--- config.mk ---
export PLATFORM = sky130hd
export DESIGN_NAME = ternary_conv3x3_valid
export DESIGN_NICKNAME = d
export VERILOG_FILES = /design/src/rtl/tcv_pkg.sv /design/src/rtl/tcv_linebuf.sv /design/src/rtl/ternary_conv3x3_valid.sv
export SDC_FILE = /design/constraint.sdc
export NUM_CORES = 2
export LEC_CHECK = 0
export BUFFER_PORTS_ARGS = -buffer_cell sky130_fd_sc_hd__clkbuf_2
export CORE_ASPECT_RATIO = 1.25
export CORE_MARGIN = 2
export CORE_UTILIZATION = 48
export DETAILED_ROUTE_END_ITERATION = 12
export MAX_ROUTING_LAYER = met4
export PLACE_DENSITY_LB_ADDON = 0.25
export SLEW_MARGIN = 20
export SYNTH_ARGS = -nofsm -noshare
export SYNTH_HDL_FRONTEND = slang
export SYNTH_MEMORY_MAX_BITS = 65536
export SYNTH_SLANG_ARGS = --single-unit
--- constraint.sdc ---
create_clock -name clk -period 22.8 [get_ports clk]
set_clock_uncertainty 0.15 [all_clocks]
set_input_delay 6.84 -clock clk [delete_from_list [all_inputs] [get_ports clk]]
set_output_delay 6.84 -clock clk [all_outputs]
set_load 0.01 [all_outputs]
--- src/rtl/tcv_pkg.sv ---
// Package for the ternary 3x3 convolution block.
// Holds widths, register indexes and weight codes shared by the RTL and checker.
// No dependencies.
package tcv_pkg;

    localparam int WIN_SIZE   = 3;
    localparam int CONV_W     = 20;
    localparam int DOUT_W     = 24;
    localparam int SIDE_CFG_W = 8;
    localparam int KERNEL_W   = 18;
    localparam int CFG_DATA_W = 18;
    localparam int CFG_IDX_W  = 2;

    typedef enum logic [CFG_IDX_W-1:0] {
        REG_FRAME_SIDE = 2'd0,
        REG_KERNEL     = 2'd1
    } cfg_reg_t;

    localparam logic [1:0] WGT_PLUS  = 2'd1;
    localparam logic [1:0] WGT_MINUS = 2'd3;

endpackage

--- src/rtl/tcv_linebuf.sv ---
// Two line memories for the 3x3 window: middle row and top row.
// Registered reads; the top row is written from the registered middle read.
// No package dependencies.
module tcv_linebuf #(
    parameter int DEPTH  = 128,
    parameter int DATA_W = 16,
    parameter int ADDR_W = 7
) (
    input  logic              clk,
    input  logic              rd_en,
    input  logic [ADDR_W-1:0] rd_addr,
    input  logic [DATA_W-1:0] mid_wr_data,
    input  logic              top_we,
    input  logic [ADDR_W-1:0] top_addr,
    input  logic [DATA_W-1:0] top_wr_data,
    output logic [DATA_W-1:0] top_q,
    output logic [DATA_W-1:0] mid_q
);

    logic [DATA_W-1:0] mem_mid [DEPTH];
    logic [DATA_W-1:0] mem_top [DEPTH];
    logic [DATA_W-1:0] top_q_reg;
    logic [DATA_W-1:0] mid_q_reg;

    // read-before-write on the same address
    always_ff @(posedge clk)
    begin
        if (rd_en)
        begin
            mid_q_reg        <= mem_mid[rd_addr];
            mem_mid[rd_addr] <= mid_wr_data;
        end
    end

    always_ff @(posedge clk)
    begin
        if (rd_en)
        begin
            top_q_reg <= mem_top[rd_addr];
        end
        if (top_we)
        begin
            mem_top[top_addr] <= top_wr_data;
        end
    end

    assign top_q = top_q_reg;
    assign mid_q = mid_q_reg;

endmodule

--- src/rtl/ternary_conv3x3_valid.sv ---
// Top level of the ternary-weight 3x3 valid convolution.
// Depends on tcv_pkg and tcv_linebuf.
//
// Usage:
//   s_* carries one sample per item in raster order; frames follow back to back.
//   m_* carries one result per window lying fully inside the frame:
//   tdata = conv_value, tuser = row_end, tlast = frame_end.
//   cfg_* writes registers: index 0 frame_side (restarts the frame),
//   index 1 kernel_weights. cfg_ready is always high; write only while idle.
//   Pipeline: a sample passes the line memory read, the window shift and the
//   adder tree into the output register, one register stage each, before
//   its result is shown on m_tvalid.
//   Throughput: one item per cycle unless stalled; each line memory does one
//   read and one write per sample, the top row write trailing its read by one stage.
//   Reset: counters and pipeline valids clear, frame_side = 3, weights = 0.
//   Line memories are not cleared; entries are always written before use.
//   Stall: when m_tready is low the pipeline fills its empty stages first;
//   s_tready drops only once every stage and the output register hold items.
module ternary_conv3x3_valid
    import tcv_pkg::*;
#(
    parameter int MAX_SIZE    = 128,
    parameter int SAMPLE_BITS = 16
) (
    input  logic                                clk,
    input  logic                                rst_n,
    input  logic                                s_tvalid,
    output logic                                s_tready,
    input  logic [((SAMPLE_BITS+7)/8)*8-1:0]    s_tdata,   // [SAMPLE_BITS-1:0] sample
    output logic                                m_tvalid,
    input  logic                                m_tready,
    output logic [DOUT_W-1:0]                   m_tdata,   // [19:0] conv_value
    output logic                                m_tuser,   // row_end
    output logic                                m_tlast,   // frame_end
    input  logic                                cfg_valid,
    output logic                                cfg_ready,
    input  logic [CFG_IDX_W-1:0]                cfg_index,
    input  logic [CFG_DATA_W-1:0]               cfg_data
);

    localparam int CNT_W  = $clog2(MAX_SIZE);
    localparam int SIDE_W = $clog2(MAX_SIZE + 1);
    localparam int CMP_W  = ((SIDE_W > SIDE_CFG_W) ? SIDE_W : SIDE_CFG_W) + 1;
    localparam int SUM_W  = SAMPLE_BITS + 4;

    typedef logic signed [SAMPLE_BITS-1:0] smp_t;
    typedef logic signed [SUM_W-1:0]       sum_t;

    // configuration
    logic [SIDE_W-1:0]   side_reg;
    logic [SIDE_W-1:0]   side_next;
    logic [KERNEL_W-1:0] weights_reg;
    logic [CMP_W-1:0]    fs_ext;
    logic                cfg_we;

    // position
    logic [CNT_W-1:0] row_reg, row_next;
    logic [CNT_W-1:0] col_reg, col_next;
    logic             last_col, last_row;
    logic             accept;

    // stage 1: line memory read in flight
    logic             v1_reg;
    smp_t             s1_reg;
    logic [CNT_W-1:0] c1_reg;
    logic             prod1_reg, rend1_reg, fend1_reg;
    logic [SAMPLE_BITS-1:0] top_q, mid_q;

    // stage 2: window loaded
    logic v2_reg;
    logic prod2_reg, rend2_reg, fend2_reg;
    smp_t win_reg [WIN_SIZE][WIN_SIZE];

    // output register
    logic              out_valid_reg;
    logic [CONV_W-1:0] conv_reg;
    logic              rend_reg, fend_reg;

    logic adv0, adv1, adv2, move1;

    sum_t row_sum [WIN_SIZE];
    sum_t total;

    assign cfg_ready = 1'b1;
    assign cfg_we    = cfg_valid && cfg_ready;

    always_comb
    begin
        fs_ext = CMP_W'(cfg_data[SIDE_CFG_W-1:0]);
        if (fs_ext < CMP_W'(WIN_SIZE))
        begin
            side_next = SIDE_W'(WIN_SIZE);
        end
        else if (fs_ext > CMP_W'(MAX_SIZE))
        begin
            side_next = SIDE_W'(MAX_SIZE);
        end
        else
        begin
            side_next = SIDE_W'(fs_ext);
        end
    end

    always_ff @(posedge clk or negedge rst_n)
    begin
        if (!rst_n)
        begin
            side_reg    <= SIDE_W'(WIN_SIZE);
            weights_reg <= '0;
        end
        else if (cfg_we)
        begin
            case (cfg_index)
                REG_FRAME_SIDE: side_reg    <= side_next;
                REG_KERNEL:     weights_reg <= cfg_data[KERNEL_W-1:0];
                default:        ;
            endcase
        end
    end

    // pipeline flow: empty stages absorb a stall
    assign adv2     = !out_valid_reg || m_tready;
    assign adv1     = !v2_reg || adv2;
    assign adv0     = !v1_reg || adv1;
    assign move1    = v1_reg && adv1;
    assign s_tready = adv0;
    assign accept   = s_tvalid && s_tready;

    assign last_col = SIDE_W'(col_reg) == (side_reg - SIDE_W'(1));
    assign last_row = SIDE_W'(row_reg) == (side_reg - SIDE_W'(1));

    always_comb
    begin
        col_next = col_reg;
        row_next = row_reg;
        if (accept)
        begin
            if (last_col)
            begin
                col_next = '0;
                row_next = last_row ? '0 : row_reg + CNT_W'(1);
            end
            else
            begin
                col_next = col_reg + CNT_W'(1);
            end
        end
    end

    always_ff @(posedge clk or negedge rst_n)
    begin
        if (!rst_n)
        begin
            row_reg <= '0;
            col_reg <= '0;
        end
        else if (cfg_we && cfg_index == REG_FRAME_SIDE)
        begin
            row_reg <= '0;
            col_reg <= '0;
        end
        else
        begin
            row_reg <= row_next;
            col_reg <= col_next;
        end
    end

    tcv_linebuf #(
        .DEPTH  (MAX_SIZE),
        .DATA_W (SAMPLE_BITS),
        .ADDR_W (CNT_W)
    ) u_linebuf (
        .clk         (clk),
        .rd_en       (accept),
        .rd_addr     (col_reg),
        .mid_wr_data (s_tdata[SAMPLE_BITS-1:0]),
        .top_we      (move1),
        .top_addr    (c1_reg),
        .top_wr_data (mid_q),
        .top_q       (top_q),
        .mid_q       (mid_q)
    );

    // stage 1
    always_ff @(posedge clk or negedge rst_n)
    begin
        if (!rst_n)
        begin
            v1_reg <= 1'b0;
        end
        else if (adv0)
        begin
            v1_reg <= accept;
        end
    end

    always_ff @(posedge clk)
    begin
        if (accept)
        begin
            s1_reg    <= smp_t'(s_tdata[SAMPLE_BITS-1:0]);
            c1_reg    <= col_reg;
            prod1_reg <= (row_reg >= CNT_W'(2)) && (col_reg >= CNT_W'(2));
            rend1_reg <= last_col;
            fend1_reg <= last_col && last_row;
        end
    end

    // stage 2: window shift
    always_ff @(posedge clk or negedge rst_n)
    begin
        if (!rst_n)
        begin
            v2_reg <= 1'b0;
        end
        else if (adv1)
        begin
            v2_reg <= v1_reg;
        end
    end

    always_ff @(posedge clk)
    begin
        if (move1)
        begin
            for (int x = 0; x < WIN_SIZE; x++)
            begin
                win_reg[x][0] <= win_reg[x][1];
                win_reg[x][1] <= win_reg[x][2];
            end
            win_reg[0][2] <= smp_t'(top_q);
            win_reg[1][2] <= smp_t'(mid_q);
            win_reg[2][2] <= s1_reg;
            prod2_reg     <= prod1_reg;
            rend2_reg     <= rend1_reg;
            fend2_reg     <= fend1_reg;
        end
    end

    // ternary adder tree
    always_comb
    begin
        for (int x = 0; x < WIN_SIZE; x++)
        begin
            row_sum[x] = '0;
            for (int y = 0; y < WIN_SIZE; y++)
            begin
                case (weights_reg[2*(x*WIN_SIZE+y) +: 2])
                    WGT_PLUS:  row_sum[x] = row_sum[x] + sum_t'(win_reg[x][y]);
                    WGT_MINUS: row_sum[x] = row_sum[x] - sum_t'(win_reg[x][y]);
                    default:   ;
                endcase
            end
        end
        total = row_sum[0] + row_sum[1] + row_sum[2];
    end

    // output register
    always_ff @(posedge clk or negedge rst_n)
    begin
        if (!rst_n)
        begin
            out_valid_reg <= 1'b0;
        end
        else if (adv2)
        begin
            out_valid_reg <= v2_reg && prod2_reg;
        end
    end

    always_ff @(posedge clk)
    begin
        if (adv2 && v2_reg && prod2_reg)
        begin
            conv_reg <= CONV_W'(total);
            rend_reg <= rend2_reg;
            fend_reg <= fend2_reg;
        end
    end

    assign m_tvalid = out_valid_reg;
    assign m_tdata  = DOUT_W'(conv_reg);
    assign m_tuser  = rend_reg;
    assign m_tlast  = fend_reg;

endmodule

==> results.tsv <==
stage	metric	value	unit
synthesis	fraction of registers with async set/reset	0.985	%
final_layout	P&R area growth vs syn	12.5	%
synthesis	Primary FF master, synth	edfxtp_1	
worst_setup_path	Crit Path Class	input port to output pin	
global_routing	Remaining Overflow, GRT	0	
outcome	status	finished, final reports clean	
synthesis	top post-synthesis cells by count	edfxtp_1, a22oi_1, clkbuf_1	
job	number of max-cap violations	0	
floorplan	core area	0.350	sq mm
power	Worst IR Drop VDD	168	uV
drt	total length of routed wires	497	mm
worst_setup_path	Worst setup SP type	input port	
drt	remaining antenna violation count	0	
worst_setup_path	CP max FO	4	
placed_design	hpwl dp	292	mm
synthesis	share of the synthesized area in the top cell type	77.1	%
global_routing	met3 Use GR	3.62	%
cts	Sinks on Clock Net	4366	
synthesis	Seq cells post-synth	4366	
global_routing	largest net degree at the start of global routing	103	
final_layout	nets	10500	
worst_hold_path	min-delay src	fend1_reg	
cts	CTS tree	done	
cts	Clock Tree Root	clkbuf_16	
sta	setup TNS	0	ps
synthesis	Seq/Total Area, Yosys	77.8	%
cts	cts hold-fix bufs	0	
final_layout	Final Util	54.1	%
sta	Setup Viol. Count Final	0	
sta	fmax	68.3	MHz
global_routing	vias in the first global route	96000	
placed_design	placed instance count	14500	
synthesis	Post-synth EDFFs	4323	
cts	CTS Buf Count	417	
floorplan	row count	243	
sta	Slew HR	6.80	%
worst_setup_path	Setup crit start	m_tready	
global_routing	Total GRT Usage	28.0	%
synthesis	mean area per synthesized cell	16.9	sq um
floorplan	Ports	70	
cts	clock buffer depth	4	
floorplan	die width	534	microns
synthesis	Synth Instances	9943	
global_routing	grt peak-use layer	met2	
worst_setup_path	CP required	15810	ps
sta	Pins Over Slew Limit	0	
final_layout	register area	0.131	sq mm
sta	Worst-Margin Slew	1380	ps
worst_setup_path	WP data arrival	7650	ps
synthesis	area leader, netlist	edfxtp_1	
drt	starting DRC count in detailed routing	14100	
final_layout	share of post-route cells with drive strength above 1	11.4	%
global_routing	met1 Usage GRT	35.9	%
synthesis	ranking of synthesized cells by area	edfxtp_1, a22oi_1, a22o_1	
floorplan	Total Die Area	0.355	sq mm
worst_hold_path	hold crit path type	flop to flop	
cts	setup repair bufs after CTS	0	
cts	Skew-Pair Late Insertion Delay	970	ps
sta	fin crit period	14640	ps
global_routing	GR Layer Usage met2	44.3	%
sta	final hold vios	0	
power	Power Density	125	mW/mm^2
synthesis	top-count cell post-synth	edfxtp_1	
worst_setup_path	R2R Setup Slk	13870	ps
global_routing	first-pass GRT wire length	702	mm
final_layout	Fillers	27300	
global_routing	initial antenna violation count	27	
drt	WL per Instance	32.6	microns
drt	Vias	99800	
power	Leakage	59.2	nW
floorplan	starting density of the core	48.1	%
synthesis	synthesized cell area	0.168	sq mm
placed_design	PortBufs	64	
synthesis	synth unique cells	86	
cts	Clock transition at path regs	60	ps
drt	drt via density	6.53	
sta	RSZ-0062 raised after global routing	false	
worst_setup_path	launching point of the worst reg2reg path	win_reg[0][80]	
cts	htree depth	5	
final_layout	fin cells	15300	
placed_design	RePlAce Congestion	0.891	
cts	Post-CTS Resized	0	
synthesis	Synth Warn #	0	
power	total power	23.6	mW
worst_setup_path	Setup crit end kind	output pin	
floorplan	Die Ht	666	microns
sta	final period utilization	64.2	%
final_layout	Multi-input gate area	0.0349	sq mm
drt	Pre-Repair DR Iteration Count	8	
drt	DRC	0	
[worst max-delay path, stage by stage]
cell	delay [ps]
clkbuf_2	90
nor2b_1	320
nand3_1	210
clkbuf_2	180
[cell families after synthesis]
group,after synthesis,synth area share (%)
compound gates,3029,13.4
xor+xnor,254,1.34
fa+ha+maj,172,1.39
buf+inv,735,1.65
flops,4366,77.8
mux,82,0.555
other cells,2,0.00446
simple gates,1303,3.83
[cells in the final DEF (no fill, tap or decap), types with 92 or more instances in the layout]
master and n:
xnor2_1 156, inv_1 121, o21ai_0 193, a41oi_1 106, nand2_1 237, nor2_1 371
nand3_1 92, clkinv_1 114, clkbuf_16 425, a31oi_1 186, a21oi_1 176, xor2_1 95
a22o_1 310, a221oi_1 307, a22oi_1 1447, edfxtp_1 4323, buf_4 429, ha_1 146
nand4_1 201
[worst paths after layout]
check,cells past startpoint,endpoint
setup / recovery,4,s_tready
hold / removal,0,fend2_reg
setup reg to reg,36,conv_reg[19]
hold reg to reg,0,fend2_reg
max in group asynchronous,2,col_reg[4]
min in group asynchronous,2,weights_reg[4]
[metal layers]
metal,up-vias,wire length [microns]
met4,0,29100
met3,967,44500
li1,41900,-
met5,-,0
met2,5836,240000
met1,51100,184000
[power breakdown]
part	total, mW	internal (mW)	switching, mW
clock	6.75	3.80	2.95
combinational	7.03	2.33	4.70
sequential	9.87	9.72	0.149
total	23.6	15.9	7.80
[stage by stage]
stage | hold slack (ps) | setup slack (ps) | area (sq um)
floorplan | 250 | 8620 | 168000
detailed placement | 255 | 8230 | 176000
finish | 261 | 8160 | 189000
global placement | 252 | 8170 | 176000
CTS | 266 | 8210 | 189000
global route | 273 | 8070 | 189000
[layout make-up]
cell class	instances	area share (%)
Tap cell	4655	3.08
Multi-Input combinational cell	4845	18.4
Inverter	124	0.246
Timing Repair Buffer	504	2.12
Antenna cell	22	0.0291
Sequential cell	4366	69.2
Clock inverter	247	1.13
Clock buffer	516	5.80
(Power assumes the default switching activity.)
